===== src/design/sst_pkg.sv =====
// ----------------------------------------------------------------------------
// sst_pkg: shared definitions for the small set table
// Sizes, opcode values, controller states and the command and status
// structs that pass between the controller and the datapath.
// ----------------------------------------------------------------------------
package sst_pkg;

    // table geometry
    localparam int CAPACITY = 32;
    localparam int ELEM_W   = 8;
    localparam int IDX_W    = 5;
    localparam int CNT_W    = 6;
    localparam int OP_W     = 2;

    // opcodes; the unused code behaves as a lookup
    localparam logic [OP_W-1:0] OP_INSERT = 2'd0;
    localparam logic [OP_W-1:0] OP_REMOVE = 2'd1;
    localparam logic [OP_W-1:0] OP_LOOKUP = 2'd2;

    // controller states
    typedef enum logic [1:0] {
        ST_IDLE,
        ST_COMPARE,
        ST_APPLY
    } state_t;

    // controller to datapath
    typedef struct packed {
        logic load_item;
        logic capture_match;
        logic apply;
    } ctrl_cmd_t;

    // datapath to controller
    typedef struct packed {
        logic             out_free;
        logic [CNT_W-1:0] count;
    } dp_status_t;

endpackage


===== src/design/sst_in_if.sv =====
// ----------------------------------------------------------------------------
// sst_in_if: request channel of the small set table
// Valid/ready channel carrying one opcode and one element per beat.
// ----------------------------------------------------------------------------
interface sst_in_if;

    logic                        valid;
    logic                        ready;
    logic [sst_pkg::OP_W-1:0]    opcode;
    logic [sst_pkg::ELEM_W-1:0]  element;

    modport source (output valid, output opcode, output element, input ready);
    modport sink   (input valid, input opcode, input element, output ready);

endinterface


===== src/design/sst_out_if.sv =====
// ----------------------------------------------------------------------------
// sst_out_if: response channel of the small set table
// Valid/ready channel carrying one operation result per beat.
// ----------------------------------------------------------------------------
interface sst_out_if;

    logic                       valid;
    logic                       ready;
    logic                       found;
    logic [sst_pkg::IDX_W-1:0]  position;
    logic [sst_pkg::CNT_W-1:0]  count_after;
    logic                       full_rejected;

    modport source (output valid, output found, output position,
                    output count_after, output full_rejected, input ready);
    modport sink   (input valid, input found, input position,
                    input count_after, input full_rejected, output ready);

endinterface


===== src/design/sst_ctrl.sv =====
// ----------------------------------------------------------------------------
// sst_ctrl: sequencing controller of the small set table
// Takes one request beat, lets the datapath search the table, then applies
// the update once the response register is free.
// ----------------------------------------------------------------------------
module sst_ctrl
(
    input  logic                clk,
    input  logic                rst_n,
    input  logic                in_valid,
    output logic                in_ready,
    input  sst_pkg::dp_status_t sts,
    output sst_pkg::ctrl_cmd_t  cmd
);

    sst_pkg::state_t state_reg;
    sst_pkg::state_t state_next;

    // state register
    always_ff @(posedge clk or negedge rst_n)
    begin
        if (!rst_n)
        begin
            state_reg <= sst_pkg::ST_IDLE;
        end
        else
        begin
            state_reg <= state_next;
        end
    end

    // next state and commands
    always_comb
    begin
        state_next        = state_reg;
        in_ready          = 1'b0;
        cmd.load_item     = 1'b0;
        cmd.capture_match = 1'b0;
        cmd.apply         = 1'b0;
        unique case (state_reg)
            sst_pkg::ST_IDLE:
            begin
                in_ready = 1'b1;
                if (in_valid)
                begin
                    cmd.load_item = 1'b1;
                    state_next    = sst_pkg::ST_COMPARE;
                end
            end
            sst_pkg::ST_COMPARE:
            begin
                cmd.capture_match = 1'b1;
                state_next        = sst_pkg::ST_APPLY;
            end
            sst_pkg::ST_APPLY:
            begin
                if (sts.out_free)
                begin
                    cmd.apply  = 1'b1;
                    state_next = sst_pkg::ST_IDLE;
                end
            end
            default:
            begin
                state_next = sst_pkg::ST_IDLE;
            end
        endcase
    end

endmodule


===== src/design/sst_datapath.sv =====
// ----------------------------------------------------------------------------
// sst_datapath: slot storage, search and update of the small set table
// Holds the packed slots and the count, compares all live slots in
// parallel, shifts entries down on removal and keeps the response register.
// ----------------------------------------------------------------------------
module sst_datapath
(
    input  logic                          clk,
    input  logic                          rst_n,
    input  logic [sst_pkg::OP_W-1:0]      opcode,
    input  logic [sst_pkg::ELEM_W-1:0]    element,
    input  sst_pkg::ctrl_cmd_t            cmd,
    output sst_pkg::dp_status_t           sts,
    sst_out_if.source                     rsp
);

    logic [sst_pkg::ELEM_W-1:0] slot_reg  [sst_pkg::CAPACITY];
    logic [sst_pkg::ELEM_W-1:0] slot_next [sst_pkg::CAPACITY];

    logic [sst_pkg::OP_W-1:0]   op_reg;
    logic [sst_pkg::ELEM_W-1:0] elem_reg;
    logic                       hit_reg;
    logic [sst_pkg::IDX_W-1:0]  pos_reg;
    logic [sst_pkg::CNT_W-1:0]  count_reg;
    logic [sst_pkg::CNT_W-1:0]  count_next;

    logic                       found_reg;
    logic [sst_pkg::IDX_W-1:0]  position_reg;
    logic [sst_pkg::CNT_W-1:0]  count_after_reg;
    logic                       rejected_reg;
    logic                       out_valid_reg;
    logic                       out_valid_next;

    logic [sst_pkg::CAPACITY-1:0] match;
    logic                         hit;
    logic [sst_pkg::IDX_W-1:0]    pos;
    logic                         is_full;
    logic                         do_append;
    logic                         do_delete;
    logic                         rejected;

    // parallel compare against the live slots
    always_comb
    begin
        for (int i = 0; i < sst_pkg::CAPACITY; i++)
        begin
            match[i] = (sst_pkg::CNT_W'(i) < count_reg) && (slot_reg[i] == elem_reg);
        end
    end

    // lowest matching slot
    always_comb
    begin
        hit = |match;
        pos = '0;
        for (int i = sst_pkg::CAPACITY - 1; i >= 0; i--)
        begin
            if (match[i])
            begin
                pos = sst_pkg::IDX_W'(i);
            end
        end
    end

    // opcode decode on the captured search result
    always_comb
    begin
        is_full   = (count_reg == sst_pkg::CNT_W'(sst_pkg::CAPACITY));
        do_append = 1'b0;
        do_delete = 1'b0;
        rejected  = 1'b0;
        case (op_reg)
            sst_pkg::OP_INSERT:
            begin
                do_append = !hit_reg && !is_full;
                rejected  = !hit_reg && is_full;
            end
            sst_pkg::OP_REMOVE:
            begin
                do_delete = hit_reg;
            end
            default:
            begin
                do_append = 1'b0;
            end
        endcase
    end

    // slot update: append at the top or close the gap left by a removal
    always_comb
    begin
        for (int i = 0; i < sst_pkg::CAPACITY; i++)
        begin
            slot_next[i] = slot_reg[i];
        end
        if (cmd.apply && do_append)
        begin
            slot_next[count_reg[sst_pkg::IDX_W-1:0]] = elem_reg;
        end
        if (cmd.apply && do_delete)
        begin
            for (int i = 0; i < sst_pkg::CAPACITY - 1; i++)
            begin
                if ((sst_pkg::IDX_W'(i) >= pos_reg) &&
                    (sst_pkg::CNT_W'(i + 1) < count_reg))
                begin
                    slot_next[i] = slot_reg[i + 1];
                end
            end
        end
    end

    // count after the operation
    always_comb
    begin
        count_next = count_reg;
        if (do_append)
        begin
            count_next = count_reg + sst_pkg::CNT_W'(1);
        end
        else if (do_delete)
        begin
            count_next = count_reg - sst_pkg::CNT_W'(1);
        end
    end

    // response valid: set on apply, cleared when the beat is taken
    always_comb
    begin
        out_valid_next = out_valid_reg;
        if (cmd.apply)
        begin
            out_valid_next = 1'b1;
        end
        else if (rsp.ready)
        begin
            out_valid_next = 1'b0;
        end
    end

    // slot storage
    always_ff @(posedge clk)
    begin
        for (int i = 0; i < sst_pkg::CAPACITY; i++)
        begin
            slot_reg[i] <= slot_next[i];
        end
    end

    // request and search payload
    always_ff @(posedge clk)
    begin
        if (cmd.load_item)
        begin
            op_reg   <= opcode;
            elem_reg <= element;
        end
        if (cmd.capture_match)
        begin
            hit_reg <= hit;
            pos_reg <= pos;
        end
        if (cmd.apply)
        begin
            found_reg       <= hit_reg;
            position_reg    <= pos_reg;
            count_after_reg <= count_next;
            rejected_reg    <= rejected;
        end
    end

    // control state
    always_ff @(posedge clk or negedge rst_n)
    begin
        if (!rst_n)
        begin
            count_reg     <= '0;
            out_valid_reg <= 1'b0;
        end
        else
        begin
            if (cmd.apply)
            begin
                count_reg <= count_next;
            end
            out_valid_reg <= out_valid_next;
        end
    end

    // status and response outputs
    assign sts.out_free      = !out_valid_reg || rsp.ready;
    assign sts.count         = count_reg;
    assign rsp.valid         = out_valid_reg;
    assign rsp.found         = found_reg;
    assign rsp.position      = position_reg;
    assign rsp.count_after   = count_after_reg;
    assign rsp.full_rejected = rejected_reg;

endmodule


===== src/design/small_set_table.sv =====
// ----------------------------------------------------------------------------
// small_set_table: packed set of distinct bytes with insert, remove, lookup
// Steps: a request beat is loaded, compared, then applied, and the response
// is valid once the apply step registers it; no new request is taken before
// apply. A response still held by the sink stalls apply and the next request.
// Reset: rst_n clears the count and the response valid; slot contents are
// not reset and only slots below the count are ever compared.
// ----------------------------------------------------------------------------
module small_set_table
(
    input  logic      clk,
    input  logic      rst_n,
    sst_in_if.sink    req,
    sst_out_if.source rsp
);

    sst_pkg::ctrl_cmd_t  cmd;
    sst_pkg::dp_status_t sts;
    logic                ctrl_ready;

    // sequencing controller
    sst_ctrl u_ctrl
    (
        .clk      (clk),
        .rst_n    (rst_n),
        .in_valid (req.valid),
        .in_ready (ctrl_ready),
        .sts      (sts),
        .cmd      (cmd)
    );

    // storage, search and response register
    sst_datapath u_datapath
    (
        .clk     (clk),
        .rst_n   (rst_n),
        .opcode  (req.opcode),
        .element (req.element),
        .cmd     (cmd),
        .sts     (sts),
        .rsp     (rsp)
    );

    assign req.ready = ctrl_ready;

    // count never exceeds the capacity
    assert property (@(posedge clk) disable iff (!rst_n)
        sts.count <= sst_pkg::CNT_W'(sst_pkg::CAPACITY))
        else $error("set count above capacity");

    // a refused insert only happens on a full set with the element absent
    assert property (@(posedge clk) disable iff (!rst_n)
        rsp.valid && rsp.full_rejected |->
            !rsp.found && (rsp.count_after == sst_pkg::CNT_W'(sst_pkg::CAPACITY)))
        else $error("refusal on a set that is not full");

    // position reads zero when the element was absent
    assert property (@(posedge clk) disable iff (!rst_n)
        rsp.valid && !rsp.found |-> rsp.position == '0)
        else $error("position set without a match");

    // one request in flight: no second beat on the cycle after an accept
    assert property (@(posedge clk) disable iff (!rst_n)
        req.valid && req.ready |=> !req.ready)
        else $error("request taken while another is in flight");

    // a result is only loaded when the response register can take it
    assert property (@(posedge clk) disable iff (!rst_n)
        cmd.apply |-> sts.out_free)
        else $error("response overwritten before it was taken");

endmodule

===== src/flat_wrapper.sv =====
// flat-port wrapper written by rule: the top's interface ports become plain ports
module small_set_table_flat 
  (clk, rst_n, req_valid, req_opcode, req_element, req_ready, rsp_valid, rsp_found, rsp_position, rsp_count_after, rsp_full_rejected, rsp_ready);
  sst_in_if req_i ();
  sst_out_if rsp_i ();
  input  logic clk;
  input  logic rst_n;
  input wire logic [$bits(req_i.valid)-1:0] req_valid;
  input wire logic [$bits(req_i.opcode)-1:0] req_opcode;
  input wire logic [$bits(req_i.element)-1:0] req_element;
  output wire logic [$bits(req_i.ready)-1:0] req_ready;
  output wire logic [$bits(rsp_i.valid)-1:0] rsp_valid;
  output wire logic [$bits(rsp_i.found)-1:0] rsp_found;
  output wire logic [$bits(rsp_i.position)-1:0] rsp_position;
  output wire logic [$bits(rsp_i.count_after)-1:0] rsp_count_after;
  output wire logic [$bits(rsp_i.full_rejected)-1:0] rsp_full_rejected;
  input wire logic [$bits(rsp_i.ready)-1:0] rsp_ready;
  assign req_i.valid = req_valid;
  assign req_i.opcode = req_opcode;
  assign req_i.element = req_element;
  assign req_ready = req_i.ready;
  assign rsp_valid = rsp_i.valid;
  assign rsp_found = rsp_i.found;
  assign rsp_position = rsp_i.position;
  assign rsp_count_after = rsp_i.count_after;
  assign rsp_full_rejected = rsp_i.full_rejected;
  assign rsp_i.ready = rsp_ready;
  small_set_table u_core (.clk(clk), .rst_n(rst_n), .req(req_i), .rsp(rsp_i));
endmodule

===== config.mk =====
export PLATFORM = sky130hd
export DESIGN_NAME = small_set_table_flat
export DESIGN_NICKNAME = d
export VERILOG_FILES = /design/src/design/sst_pkg.sv /design/src/design/sst_in_if.sv /design/src/design/sst_out_if.sv /design/src/design/sst_ctrl.sv /design/src/design/sst_datapath.sv /design/src/design/small_set_table.sv /design/src/flat_wrapper.sv
export SDC_FILE = /design/constraint.sdc
export NUM_CORES = 1
export LEC_CHECK = 0
export ABC_AREA = 1
export BUFFER_PORTS_ARGS = -buffer_cell sky130_fd_sc_hd__buf_4
export CAP_MARGIN = 20
export CORE_UTILIZATION = 50
export DETAILED_ROUTE_END_ITERATION = 16
export GPL_TIMING_DRIVEN = 0
export PLACE_DENSITY = 0.66
export REMOVE_ABC_BUFFERS = 1
export SYNTH_ARGS = -nofsm -noshare
export SYNTH_HDL_FRONTEND = slang
export SYNTH_SLANG_ARGS = --single-unit

===== constraint.sdc =====
create_clock -name clk -period 3 [get_ports clk]
set_input_delay 0.45 -clock clk [delete_from_list [all_inputs] [get_ports clk]]
set_output_delay 0.45 -clock clk [all_outputs]
set_load 0.02 [all_outputs]

==> results of run 1 <==
stage by stage:
step / setup TNS (ns) / setup slack (ns) / instances / hold slack, ns
final: -0.771 / -0.411 / 2840 / 0.114
after global routing: -1.13 / -0.638 / 2840 / 0.106
after CTS: -41.72 / -0.310 / 2780 / 0.106
after detailed placement: -168.64 / -1.08 / 2654 / 0.290
after global placement: -394.94 / -2.87 / 2628 / 0.287
after floorplan: -23.85 / -0.855 / 2158 / 0.154
layer usage:
layer | track usage | wire, um
met1 | 0.443 | 24500
met2 | 0.496 | 24700
met3 | 0.0535 | 5610
met4 | 0.102 | 1520
met5 | 0 | 0
report_power, final:
part           internal (uW)  total, uW  switching, uW
combinational           2720       6600           3880
clock                   2630       4330           1700
sequential              5530       6880           1340
total                  10900      17800           6930
Yosys cell counts (41+ instances only):
library cell | number | area [sq um]
dfxtp_1 | 248 | 4960
inv_1 | 260 | 976
xor2_1 | 131 | 1150
clkbuf_1 | 95 | 357
a31oi_1 | 61 | 382
o21ai_0 | 219 | 1100
o211ai_1 | 172 | 1290
nor2_1 | 161 | 604
nand2_1 | 509 | 1910
nand3_1 | 93 | 465
a21oi_1 | 41 | 205
what timing repair did:
item	4_1_cts	5_1_grt
buffers inserted	55	49
cloned	9	5
hold endpoints to repair	9	0
hold buffers	1	0
pin swaps	16	24
gates resized for setup	66	54
setup endpoints to repair	263	262
logic make-up (layout without fill, tap and decap cells):
group,after synthesis,after routing
flops,294,294
compound gates,541,541
fa+ha+maj,5,5
simple gates,884,886
xor+xnor,160,160
buf+inv,412,512
path summary, 6_finish.rpt:
check                                                   from                                 to  slack, ns  depth (start not counted)
max                            u_core.u_datapath.elem_reg[4]       u_core.u_datapath.pos_reg[0]      -0.41                         37
min                                            req_opcode[1]        u_core.u_datapath.op_reg[1]       0.11                          1
max reg2reg                    u_core.u_datapath.elem_reg[4]       u_core.u_datapath.pos_reg[0]      -0.41                         37
min reg2reg                u_core.u_datapath.slot_reg[1][63]  u_core.u_datapath.slot_reg[1][63]       0.49                          2
max in group asynchronous                              rst_n     u_core.u_datapath.count_reg[2]       2.49                          2
min in group asynchronous                              rst_n        u_core.u_datapath.rsp.valid       0.34                          2
cell type report:
cell class | instances | area, sq um | share of cell area
clock buffer | 53 | 1070 | 0.0535
clock inverter | 9 | 91.3 | 0.00457
inverter | 274 | 1150 | 0.0575
multi-input combinational | 1592 | 8820 | 0.442
sequential | 294 | 6310 | 0.316
tap | 442 | 553 | 0.0277
timing repair buffer | 172 | 1940 | 0.0974
timing repair inverter | 4 | 30.0 | 0.00150
==> results.json, run 1 <==
{
  "p_leak_uw": 0.00921,
  "cp_max_fo": 9,
  "clock.fmax_ghz": 0.293,
  "finalNetCount": 2392,
  "synth_mux_area_frac": 0,
  "synth-xor-area-share": 0.0850,
  "peakVddDrop_mv": 0.467,
  "placedInstanceArea_sq_um": 17300,
  "crit_buf_inv": 4,
  "num-fill-cells": 2925,
  "critPathTopFamily": "simple AND/OR/NAND/NOR gates",
  "first_pass_iters": 6,
  "cts-root-buf": "clkbuf_16",
  "synth-main-ff-cell": "dfxtp_1",
  "grt_pass1_wl_um": 83000,
  "num_rows": 66,
  "synth_top_family_by_area": "simple AND/OR/NAND/NOR gates",
  "io_buffers": 28,
  "worst_hold_path_type": "primary input to register",
  "wl_per_cell_um": 19.8,
  "power.total_uw": 17800,
  "syn-cell-area_sq_um": 16500,
  "largest_reg_flops": 248,
  "synth-seq-cells": 294,
  "ys_seq_area_frac": 0.382,
  "clk_latency_ns": 0.52,
  "die_w_um": 184,
  "finClkSkew_ns": 0.0129,
  "dieArea_sq_um": 33700,
  "postSynthCellCount": 2296,
  "setup_ws_ns": -0.411,
  "critical_path_required_ns": 3.37,
  "layout_common_cells": "nand2_1 (488), inv_1 (256), dfxtp_1 (248)",
  "cts_tree": "built",
  "grt-ovfl-total": 0,
  "place_congestion": 0.910,
  "hold_viol": 0,
  "min_period_ns": 3.41,
  "violations": "setup timing",
  "critPathMostFrequentCell": "nand2_1",
  "grtUsageTotal": 0.317,
  "synth-simple-area-share": 0.229,
  "route.detailed.drc": 0,
  "diodes": 0,
  "syn_to_final_growth_pct": 21.1,
  "cpPeakStageDelay_ns": 0.41,
  "cts.clk_slew.worst_paths_ns": 0.06,
  "drtIter0Drc": 1753,
  "slowest_stage": "edfxtp_1",
  "clk_path_buf_depth": 3,
  "die_h_um": 184,
  "max-slew-margin-rel": 0.251,
  "rsz0062_at_grt": "true",
  "status": "finished, violations left",
  "end_kind": "register",
  "io-pin-count": 29,
  "core_area_sq_um": 32500,
  "synth_edf_count": 37,
  "cts-buffers-inserted": 35,
  "worst_slew_pin_slew_ns": 1.12,
  "criticalPathCategory": "register to register",
  "crit_arrival_ns": 3.78,
  "synth_compound_area_frac": 0.201,
  "grt_max_degree": 37,
  "setup_viol": 2,
  "final_common_cell": "nand2_1",
  "via_per_inst": 5.80,
  "vias": 16500,
  "antenna_left": 0,
  "grt_pass1_vias": 14500,
  "drv_slew": 0,
  "p_per_area_nw_per_um2": 892,
  "cts_htree_levels": 2,
  "cts_sinks": 294,
  "wl_um": 56300,
  "synth.distinct_cells": 48,
  "synthArstFlopShare": 0.0306,
  "start_kind": "register",
  "initial_core_util": 0.507,
  "drv_cap": 0,
  "drive_above_1_share": 0.139,
  "hpwl_um": 33700,
  "yosys_warnings": 0,
  "antenna_found_initial": 0,
  "synth_fa_ha_area_frac": 0.00379,
  "avgSynthCellArea_sq_um": 7.18,
  "postLayoutCoreUtil": 0.614,
  "finalInstanceArea_sq_um": 20000,
  "fin_crit_sh": 1.14
}
No activity file was read; power rests on OpenSTA's default activity.
==> run 2: changes to the inputs <==
==> constraint.sdc (replaced) <==
create_clock -name clk -period 3 [get_ports clk]
set_input_delay 0.75 -clock clk [delete_from_list [all_inputs] [get_ports clk]]
set_output_delay 0.75 -clock clk [all_outputs]
set_load 0.02 [all_outputs]
==> run 2 against run 1 <==
Net effect: the run still ends with setup timing left; setup slack got worse by 0.017 ns; total power barely moved; non-clock buffer count down 1; sequential power is essentially flat; first-iteration DRC count is 3.6% higher; core utilization about the same; count of clock-buffer cells in the layout did not move; register-to-register slack worse by 0.02 ns; largest power group unchanged; combinational power barely moved; sequential share of layout area about the same.
==> results.json, run 2 (same netlist as run 1, synthesis figures left out) <==
{
  "slowest_stage": "edfxtp_1",
  "hpwl_um": 33700,
  "cts-root-buf": "clkbuf_16",
  "peakVddDrop_mv": 0.529,
  "p_per_area_nw_per_um2": 893,
  "io_buffers": 28,
  "num_rows": 66,
  "rsz0062_at_grt": "true",
  "fin_crit_sh": 1.14,
  "wl_per_cell_um": 19.9,
  "p_leak_uw": 0.00920,
  "drv_cap": 0,
  "clock.fmax_ghz": 0.292,
  "p_comb_frac": 0.371,
  "cts_tree": "built",
  "grtUsageTotal": 0.317,
  "cp_max_fo": 9,
  "largest_reg_flops": 248,
  "end_kind": "register",
  "vias": 16500,
  "crit_arrival_ns": 3.80,
  "setup_viol": 2,
  "criticalPathCategory": "register to register",
  "antenna_left": 0,
  "grt_pass1_wl_um": 83000,
  "diodes": 0,
  "worst_slew_pin_slew_ns": 1.12,
  "first_pass_iters": 5,
  "syn_to_final_growth_pct": 21.0,
  "drtIter0Drc": 1816,
  "hold_viol": 0,
  "hold_buffers": 0,
  "postLayoutCoreUtil": 0.613,
  "route.detailed.drc": 0,
  "die_w_um": 184,
  "switchingPower_uw": 6940,
  "critPathMostFrequentCell": "nand2_1",
  "finalNetCount": 2391,
  "setup_ws_ns": -0.428,
  "reg2reg_setup_slack_ns": -0.43,
  "worst_hold_path_type": "primary input to asynchronous set/reset pin",
  "cts_sinks": 294,
  "clockPowerShare": 0.243,
  "clk_path_buf_depth": 3,
  "p_int_uw": 10900,
  "dieArea_sq_um": 33700,
  "die_h_um": 184,
  "grt_max_degree": 37,
  "max-slew-margin-rel": 0.252,
  "min_period_ns": 3.43,
  "via_per_inst": 5.80,
  "core_area_sq_um": 32500,
  "status": "finished, violations left",
  "swShare": 0.389,
  "start_kind": "register",
  "io-pin-count": 29,
  "finClkSkew_ns": 0.0170,
  "dp_slack_ns": -1.08,
  "layout_common_cells": "nand2_1 (488), inv_1 (256), dfxtp_1 (248)",
  "grt-ovfl-total": 0,
  "clk_latency_ns": 0.52,
  "place_congestion": 0.910,
  "cts_htree_levels": 2,
  "cpPeakStageDelay_ns": 0.41,
  "drive_above_1_share": 0.139,
  "cts-buffers-inserted": 35,
  "p_seq_frac": 0.386,
  "initial_core_util": 0.507,
  "violations": "setup timing",
  "drv_slew": 0,
  "cts.clk_slew.worst_paths_ns": 0.06,
  "critical_path_required_ns": 3.37,
  "final_common_cell": "nand2_1",
  "wl_um": 56400,
  "grt_pass1_vias": 14500,
  "antenna_found_initial": 0
}
run 2: cell types whose count changed in the layout (fill, tap and decap cells not counted):
cell           previous run  this run
dlygate4sd3_1             1         0
run 2: area by class of cell:
class / instances / area, sq um
clock buffer: 53 / 1070
clock inverter: 9 / 91.3
fill: 2930 / 12600
inverter: 274 / 1150
multi-input combinational: 1592 / 8820
sequential: 294 / 6310
tap: 442 / 553
timing repair buffer: 171 / 1930
timing repair inverter: 4 / 30.0
run 2: power by group through the flow:
stage | clock network [uW] | logic [uW] | registers (uW)
2_1_floorplan | 0 | 3960 | 6740
3_3_place_gp | 0 | 5010 | 7140
3_5_place_dp | 0 | 5610 | 6920
4_1_cts | 4340 | 6090 | 6830
5_1_grt | 4510 | 7290 | 7030
6_report | 4340 | 6600 | 6880
run 2: worst max-delay path: cells and delay by family (launching register included):
family | cells | cell delay [ns]
AO/OA/AOI/OAI | 1 | 0.13
buffers and inverters | 4 | 0.51
flip-flops | 1 | 0.41
AND/OR/NAND/NOR | 32 | 2.21
run 2: timing repair:
action                                  CTS  global route
pin swaps                                16            24
setup buffers                            55            49
cloned                                    9             5
endpoints found under the setup margin  263           262
gates resized for setup                  66            54
run 2: final timing paths:
check	start	endpoint	cells after the start
setup / recovery	u_core.u_datapath.elem_reg[4]	u_core.u_datapath.pos_reg[0]	37
hold / removal	rst_n	u_core.u_datapath.rsp.valid	1
setup reg to reg	u_core.u_datapath.elem_reg[4]	u_core.u_datapath.pos_reg[0]	37
hold reg to reg	u_core.u_datapath.slot_reg[0][0]	u_core.u_datapath.slot_reg[0][0]	2
max in group asynchronous	rst_n	u_core.u_datapath.count_reg[2]	1
min in group clk	req_opcode[1]	u_core.u_datapath.op_reg[1]	1
run 2: metal layers:
layer | part of all wire | track usage
met4 | 0.026 | 0.102
met5 | 0 | 0
met2 | 0.44 | 0.497
met1 | 0.45 | 0.443
met3 | 0.091 | 0.0535
run 2: through the flow:
step	hold WS, ns	setup TNS (ns)	std cells	cell area (sq um)	total power (uW)
global placement	0.470	-396.59	2628	16700	12100
floorplan	0.454	-23.85	2158	15900	10700
global route	0.0599	-1.13	2839	20000	18800
CTS	0.0502	-41.72	2779	19300	17300
finish	0.0622	-0.798	2839	20000	17800
detailed placement	0.478	-169.41	2654	17300	12500
